===== config.mk =====
export PLATFORM = sky130hd
export DESIGN_NAME = bhist_ctrl
export DESIGN_NICKNAME = d
export VERILOG_FILES = /design/src/rtl/core/bhist_pkg.sv /design/src/rtl/core/bhist_ctrl.sv
export SDC_FILE = /design/constraint.sdc
export NUM_CORES = 1
export LEC_CHECK = 0
export BUFFER_PORTS_ARGS = -buffer_cell sky130_fd_sc_hd__buf_2
export CORE_MARGIN = 5
export CORE_UTILIZATION = 59
export DETAILED_ROUTE_END_ITERATION = 7
export PLACE_DENSITY_LB_ADDON = 0.15
export REMOVE_ABC_BUFFERS = 1
export SKIP_CTS_REPAIR_TIMING = 1
export SLEW_MARGIN = 10
export SYNTH_ARGS = -nofsm -noshare
export SYNTH_HDL_FRONTEND = slang
export SYNTH_SLANG_ARGS = --single-unit

===== constraint.sdc =====
create_clock -name clk -period 6.05 [get_ports clk]
set_clock_uncertainty 0.05 [all_clocks]
set_input_delay 0.9075 -clock clk [delete_from_list [all_inputs] [get_ports clk]]
set_output_delay 0.9075 -clock clk [all_outputs]
set_load 0.03 [all_outputs]

===== src/rtl/core/bhist_pkg.sv =====
// Shared types and constants for the byte histogram with sorted readout.
// Used by bhist_table, bhist_ctrl, the top level and the port checker.
// No dependencies.
package bhist_pkg;

	// Default sizing, handed down through the top level parameters
	localparam int unsigned SYMBOLS_DEF     = 256;
	localparam int unsigned COUNT_WIDTH_DEF = 32;

	// Fixed field widths on the stream ports
	localparam int unsigned CMD_W = 2;
	localparam int unsigned SYM_W = 8;
	localparam int unsigned OCC_W = 32;
	localparam int unsigned OUT_DATA_W = SYM_W + OCC_W;

	// Command codes carried in the input tuser
	typedef enum logic [CMD_W-1:0] {
		CMD_COUNT = 2'd0,
		CMD_FETCH = 2'd1,
		CMD_CLEAR = 2'd2
	} cmd_t;

	// Sequencer states
	typedef enum logic [2:0] {
		ST_IDLE,
		ST_COUNT_WR,
		ST_SCAN,
		ST_FINISH
	} state_t;

	// Control strobes from the sequencer to the count memory
	typedef struct packed {
		logic rd_en;
		logic wr_en;
		logic clr;
	} tbl_ctl_t;

endpackage


===== src/rtl/core/bhist_ctrl.sv =====
// Sequencer: counts by read-modify-write, fetches by scanning the count
// memory for the best unreported entry, and holds the result register.
// Depends on bhist_pkg; drives bhist_table.
module bhist_ctrl
	import bhist_pkg::*;
#(
	parameter int unsigned SYMBOLS     = SYMBOLS_DEF,
	parameter int unsigned COUNT_WIDTH = COUNT_WIDTH_DEF,
	localparam int unsigned AW = $clog2(SYMBOLS)
) (
	input  logic                   clk,
	input  logic                   arst_n,
	// Input stream
	input  logic                   s_tvalid,
	output logic                   s_tready,
	input  logic [CMD_W-1:0]       s_cmd,
	input  logic [SYM_W-1:0]       s_byte,
	// Result stream
	output logic                   m_tvalid,
	input  logic                   m_tready,
	output logic [SYM_W-1:0]       m_symbol,
	output logic [OCC_W-1:0]       m_occ,
	output logic                   m_entry_valid,
	output logic                   m_final,
	// Count memory
	output tbl_ctl_t               ctl,
	output logic [AW-1:0]          rd_addr,
	output logic [AW-1:0]          wr_addr,
	output logic                   wr_mark,
	output logic [COUNT_WIDTH-1:0] wr_count,
	input  logic                   rd_mark,
	input  logic [COUNT_WIDTH-1:0] rd_count
);

	state_t                 state_q, state_d;
	logic [AW-1:0]          cnt_addr_q;
	logic [AW:0]            scan_q;
	logic                   eval_s1;
	logic [AW-1:0]          addr_s1;
	logic                   found_q, multi_q;
	logic [AW-1:0]          best_addr_q;
	logic [COUNT_WIDTH-1:0] best_cnt_q;
	logic                   out_vld_q;
	logic [SYM_W-1:0]       out_sym_q;
	logic [OCC_W-1:0]       out_occ_q;
	logic                   out_ent_q, out_fin_q;
	logic                   in_acc, in_range, scan_end, out_free, load_out;
	logic                   cand, better, scan_rd;
	logic [OCC_W-1:0]       best_occ;

	assign in_acc   = s_tvalid & s_tready;
	assign in_range = {1'b0, s_byte} < (SYM_W+1)'(SYMBOLS);
	assign scan_end = scan_q == (AW+1)'(SYMBOLS);
	assign out_free = ~out_vld_q | m_tready;
	assign scan_rd  = (state_q == ST_SCAN) & ~scan_end;

	// Clamp the count to the 32-bit result field
	if (COUNT_WIDTH > OCC_W) begin : g_sat
		assign best_occ = (|best_cnt_q[COUNT_WIDTH-1:OCC_W]) ? '1 : best_cnt_q[OCC_W-1:0];
	end else begin : g_ext
		assign best_occ = OCC_W'(best_cnt_q);
	end

	// Next state and memory strobes
	always_comb begin
		state_d   = state_q;
		s_tready  = 1'b0;
		ctl       = '0;
		rd_addr   = s_byte[AW-1:0];
		wr_addr   = cnt_addr_q;
		wr_mark   = rd_mark;
		wr_count  = (&rd_count) ? rd_count : rd_count + 1'b1;
		load_out  = 1'b0;
		case (state_q)
			ST_IDLE: begin
				s_tready = 1'b1;
				if (in_acc) begin
					case (s_cmd)
						CMD_COUNT: begin
							if (in_range) begin
								ctl.rd_en = 1'b1;
								state_d   = ST_COUNT_WR;
							end
						end
						CMD_FETCH: state_d = ST_SCAN;
						CMD_CLEAR: ctl.clr = 1'b1;
						default: ;
					endcase
				end
			end
			ST_COUNT_WR: begin
				ctl.wr_en = 1'b1;
				state_d   = ST_IDLE;
			end
			ST_SCAN: begin
				rd_addr   = scan_q[AW-1:0];
				ctl.rd_en = scan_rd;
				if (scan_end) begin
					state_d = ST_FINISH;
				end
			end
			ST_FINISH: begin
				wr_addr  = best_addr_q;
				wr_mark  = 1'b1;
				wr_count = best_cnt_q;
				if (out_free) begin
					load_out  = 1'b1;
					ctl.wr_en = found_q;
					state_d   = ST_IDLE;
				end
			end
			default: state_d = ST_IDLE;
		endcase
	end

	// Rank the entry returned by the memory against the best so far
	assign cand   = eval_s1 & ~rd_mark & (|rd_count);
	assign better = ~found_q | (rd_count > best_cnt_q);

	always_ff @(posedge clk or negedge arst_n) begin
		if (!arst_n) begin
			state_q   <= ST_IDLE;
			eval_s1   <= 1'b0;
			found_q   <= 1'b0;
			multi_q   <= 1'b0;
			out_vld_q <= 1'b0;
			scan_q    <= '0;
		end else begin
			state_q <= state_d;
			eval_s1 <= scan_rd;
			// Restart the scan on each fetch
			if (state_q == ST_IDLE) begin
				scan_q  <= '0;
				found_q <= 1'b0;
				multi_q <= 1'b0;
			end else begin
				if (scan_rd) begin
					scan_q <= scan_q + 1'b1;
				end
				if (cand) begin
					found_q <= 1'b1;
					multi_q <= multi_q | found_q;
				end
			end
			// Drop the result once taken, load a new one when free
			if (load_out) begin
				out_vld_q <= 1'b1;
			end else if (m_tready) begin
				out_vld_q <= 1'b0;
			end
		end
	end

	// Payload registers
	always_ff @(posedge clk) begin
		if (in_acc) begin
			cnt_addr_q <= s_byte[AW-1:0];
		end
		if (scan_rd) begin
			addr_s1 <= scan_q[AW-1:0];
		end
		if (cand && better) begin
			best_addr_q <= addr_s1;
			best_cnt_q  <= rd_count;
		end
		if (load_out) begin
			out_sym_q <= found_q ? SYM_W'(best_addr_q) : '0;
			out_occ_q <= found_q ? best_occ : '0;
			out_ent_q <= found_q;
			out_fin_q <= found_q & ~multi_q;
		end
	end

	assign m_tvalid      = out_vld_q;
	assign m_symbol      = out_sym_q;
	assign m_occ         = out_occ_q;
	assign m_entry_valid = out_ent_q;
	assign m_final       = out_fin_q;

endmodule


==> metrics.txt, run 1 <==
sequential power share=36.7%; Synth Register Bits=113; vias in the first global route=5325; largest net degree at the start of global routing=57; I/O Buffers=142; hold_ws=0.2234 ns; Critical Path RT=5.09 ns; Max Freq=229.6 MHz; min Tclk post-route=4.355 ns; Avg Cell Area, Syn=10.45 µm²; # rows=37; Max-slew headroom=26.13%; antenna-violating nets left=0; die area=12650 µm²; CORE AREA=10280 µm²; clk slew on worst S/H paths=0.06 ns; RSZ-0062 raised after global routing=false; Lkg Pwr=3.242 nW; final net count=817; most common flop cell mapped by yosys=edfxtp_1; CTS Buf Count=17; via count=5292; Hold WC Path Type=input port to asynchronous set/reset pin; crit path cell chain=buf_2 > nand4_1 > nor4_4 > nor4b_4 > buf_4 > o21ai_0 > a31oi_1 > buf_2; post-DP HPWL=11200 µm; detailed-route DRC error count=0; Comb power frac=31.5%; Internal=0.001902 W; Max-Cap Viols=0; endpoints failing setup=0; async set or reset register ratio after synthesis=13.27%; Clock Sinks=113; ANT cells=0; Initial Util=60.30%; Cell variety after synth=59; synth warn=0; Post-Synthesis Cells=593; initial antenna violation count=0; net switching power=0.001147 W; maximum fanout along the worst path=26; deepest clock path buffer count=2; Die Span Y=112.5 µm; drt total wl=16130 µm; CP Launch Type=input port; Worst-Margin Slew=1.104 ns; DR pass1 iterations=5; CTS tree=yes; global-route wire length before repair=26160 µm; H-tree depth=4; Total Power=0.003049 W; final core occ=73.68%; fin. max-slew vios=0; EDFF count, synth=98; critical path endpoint category=output port; CP max stage delay=0.56 ns; Netlist Area Pre-Place=6197 µm²; num ports=143; DR iter-0 viols=467; Post-Route Setup TNS=0 ns; WP data arrival=3.40 ns; Switching Share=37.61%; GP Congestion=0.8796; Slowest cell on crit path=nor4_4; Worst-Skew Late Latency=0.53 ns; pwr dens=402.7 nW/µm²; layout cells sized above 1=25.57%; Die X=112.5 µm; final hold vios=0; Total GRT Usage=26.21%; clock share of power=31.9%; status=completed; Worst path most repeated cell=buf_2; Crit Path Category=input port to output port; Final period util=71.98%; WL per Instance=18.27 µm; via/cell ratio=5.993; clk root buf=clkbuf_8; grt total ovfl=0; area grow syn2layout=22.19%; worst vdd ir=0.0002741 V; sequential element share of the synthesized area=53.54%; Fillers=758
## Yosys cell counts (13+ instances only)
| cell type | n | area share, % |
|---|---|---|
| and2_1 | 13 | 1.3 |
| edfxtp_1 | 98 | 47 |
| a31oi_1 | 15 | 1.5 |
| o211ai_1 | 14 | 1.7 |
| inv_1 | 37 | 2.2 |
| a21oi_1 | 16 | 1.3 |
| clkbuf_1 | 14 | 0.85 |
| o21ai_0 | 20 | 1.6 |
| nand2_1 | 83 | 5.0 |
| ha_1 | 36 | 7.3 |
| nor2_1 | 68 | 4.1 |
| dfrtp_1 | 15 | 6.1 |
| nand3_1 | 17 | 1.4 |
| nand4_1 | 14 | 1.4 |
## logic make-up after synthesis
group                      count (synthesis)  synth area share, %
and+or+nand+nor                          267                22.15
AOI/OAI and AO/OA                        103                10.86
DFF                                      113                53.54
adders and majority gates                 36                7.268
buffers and inverters                     63                4.502
xor gates and xnor gates                   7               0.9893
muxes                                      4               0.6864
## power by group through the flow
stage | clock network, W | logic, W | registers, W
finish | 0.000972 | 0.000959 | 0.00112
global route | 0.00102 | 0.00105 | 0.00113
CTS | 0.000976 | 0.000964 | 0.00112
detailed placement | 0 | 0.000958 | 0.00113
global placement | 0 | 0.000940 | 0.00113
floorplan | 0 | 0.000557 | 0.00121
## metrics by stage
| stage | cell area (µm²) | setup slack [ns] | std cells |
|---|---|---|---|
| final | 7572 | 1.695 | 883 |
| after global routing | 7572 | 1.415 | 883 |
| after CTS | 7572 | 1.738 | 883 |
| after detailed placement | 6994 | 1.738 | 851 |
| after global placement | 6994 | 1.838 | 851 |
| after floorplan | 6065 | 1.520 | 569 |
## sequential cells by signal (all words and copies together), names as in the netlist, 2 cells and up
register	cells
scan_q	9
m_occ	32
cnt_addr_q	8
addr_s1	8
best_cnt_q	32
m_symbol	8
best_addr_q	8
state_q	2
## critical path, delay by kind of cell
kind            cells  cell delay [ns]
simple gates        3             1.36
buf+inv             3             0.77
compound gates      2             0.33
## placed cells by master, fill, tap and decap left out, types with 16 or more instances in the layout
cell       count
a21oi_1       16
buf_2        142
clkbuf_16     16
edfxtp_1      98
ha_1          36
inv_1         37
nand2_1       82
nand3_1       17
nor2_1        68
o21ai_0       20
## metal layers
layer	up-vias	wire length (µm)	track usage, %
met5	-	0	0
met4	0	391	11.06
met3	36	1401	6.577
met2	250	7886	43.42
met1	2528	6452	32.83
li1	2478	-	-
## cell type report
cell class	count	area (µm²)	area share, %
clock buffer	20	445.4	5.882
inverter	39	146.4	1.933
sequential	113	3318	43.82
tap	136	170.2	2.247
clock inverter	12	132.6	1.751
multi-input combinational	417	2619	34.58
timing repair buffer	146	740.7	9.782
## worst paths after layout
path	end	slack [ns]	startpoint	cells after the start
min reg2reg	best_addr_q[0]	0.37	addr_s1[0]	0
min	scan_q[5]	0.22	arst_n	1
max in group asynchronous	scan_q[7]	5.47	arst_n	1
max	wr_count[3]	1.70	rd_count[19]	8
min in group clk	best_addr_q[0]	0.37	addr_s1[0]	0
max reg2reg	best_cnt_q[11]	2.75	best_cnt_q[30]	8
Note: power is estimated with default switching activity, not from simulation.
==> run 2, diff against run 1 <==
--- a/config.mk
+++ b/config.mk
@@ -7,7 +7,7 @@
 export LEC_CHECK = 0
 export BUFFER_PORTS_ARGS = -buffer_cell sky130_fd_sc_hd__buf_2
 export CORE_MARGIN = 5
-export CORE_UTILIZATION = 59
+export CORE_UTILIZATION = 55
 export DETAILED_ROUTE_END_ITERATION = 7
 export PLACE_DENSITY_LB_ADDON = 0.15
 export REMOVE_ABC_BUFFERS = 1
==> constraint.sdc (replaced) <==
create_clock -name clk -period 4.4 [get_ports clk]
set_clock_uncertainty 0.05 [all_clocks]
set_input_delay 0.66 -clock clk [delete_from_list [all_inputs] [get_ports clk]]
set_output_delay 0.66 -clock clk [all_outputs]
set_load 0.03 [all_outputs]
==> run 2 against run 1 <==
Compared with the run above: clock-buffer cell count is 1 higher; combinational power increased by 39%; wire length rose by 1.3%; register-to-register slack worse by 1.5 ns; cell count up 0.68%; critical path depth shrank 1; global-route usage fell by 1.2 points; critical path type unchanged; critical endpoint is now wr_count[26]; highest routed layer is now met5.
==> metrics.txt, run 2 (same netlist as run 1, synthesis figures left out) <==
status=completed; Max-slew headroom=23.25%; Die X=116.2 µm; multi-input gate area in the final layout=2619 µm²; fin. max-slew vios=0; critical path endpoint category=output port; Total GRT Usage=25.05%; final core occ=69.66%; CTS Buf Count=17; clk root buf=clkbuf_16; ANT cells=0; via/cell ratio=5.938; endpoints failing setup=0; H-tree depth=4; Die Span Y=116.2 µm; r2r worst-path depth=8; CTS tree=yes; WL per Instance=18.38 µm; I/O Buffers=142; Lkg Pwr=3.265 nW; antenna-violating nets left=0; initial antenna violation count=1; clk slew on worst S/H paths=0.06 ns; via count=5279; Crit Path Category=input port to output port; sequential cell area=3318 µm²; Critical Path RT=3.69 ns; Worst-Skew Late Latency=0.41 ns; Hold WC Path Type=input port to asynchronous set/reset pin; Final period util=85.43%; largest net degree at the start of global routing=57; area grow syn2layout=22.92%; drt total wl=16340 µm; Max Freq=266.0 MHz; WP data arrival=3.05 ns; grt total ovfl=0; pwr dens=562.2 nW/µm²; final hold vios=0; CORE AREA=10940 µm²; FF-to-FF setup slack=1.21 ns; commonest non-fill, non-tap cells in the layout=buf_2 (142), edfxtp_1 (98), nand2_1 (82); min Tclk post-route=3.759 ns; GP Congestion=0.8953; post-DP HPWL=11430 µm; Initial Util=56.67%; worst vdd ir=0.0003863 V; Worst-Margin Slew=1.151 ns; layout cells sized above 1=25.10%; Fillers=835; Max-Cap Viols=0; RSZ-0062 raised after global routing=false; CP Launch Type=input port; DR iter-0 viols=428; maximum fanout along the worst path=8; num ports=143; Post-Route Setup TNS=0 ns; deepest clock path buffer count=2; detailed-route DRC error count=0; DR pass1 iterations=5; global-route wire length before repair=25770 µm; final net count=819; # rows=38; die area=13490 µm²; Worst R2R Start=best_cnt_q[29]; Critical R2R Capture=best_addr_q[7]; Clock Sinks=113; most common cell after layout, fill and taps aside=buf_2; vias in the first global route=5202
[run 2: layout make-up]
class	count	area share (%)
clock buffer	21	5.782
clock inverter	11	2.135
inverter	39	1.922
multi-input combinational	417	34.38
sequential	113	43.56
tap	140	2.300
timing repair buffer	148	9.921
[run 2: where the power goes]
part	switching [W]	total (W)	internal, W
Combinational	0.000980	0.00133	0.000351
Clock	0.000474	0.00142	0.000942
Sequential	0.000101	0.00154	0.00143
Total	0.00156	0.00428	0.00273
[run 2: per-stage QoR]
step                area (µm²)  power [W]  setup slack, ns  std cells  hold slack (ns)
floorplan                 6065   0.002424           0.1175        569           0.3144
global placement          7014   0.002856           0.7034        857           0.3543
detailed placement        7014   0.002884           0.6664        857           0.3545
CTS                       7617   0.004301           0.6727        889          0.09836
global route              7617   0.004495           0.5432        889           0.1096
finish                    7617   0.004282           0.6409        889          0.09290
[run 2: critical path, stage by stage]
cell and delay, ns:
buf_2 0.18, and4_1 0.45, nand4_4 0.23, or4_1 0.61
or4_1 0.52, a31oi_1 0.17, buf_2 0.23
[run 2: how the worst max path moves through the flow]
stage / end / start / cells past startpoint / slack (ns)
floorplan: best_addr_q[0] / rd_count[30] / 5 / 0.12
global placement: wr_count[26] / rd_count[1] / 7 / 0.70
detailed placement: wr_count[26] / rd_count[1] / 7 / 0.67
CTS: wr_count[26] / rd_count[1] / 7 / 0.67
global route: wr_count[26] / rd_count[1] / 7 / 0.54
finish: wr_count[26] / rd_count[3] / 7 / 0.64
[run 2: routing by layer]
layer	vias to the layer above	wire, µm	track usage, %
li1	2478	-	-
met1	2510	7045	33.56
met2	255	7544	39.32
met3	34	1426	6.477
met4	2	317	9.977
met5	-	7	0
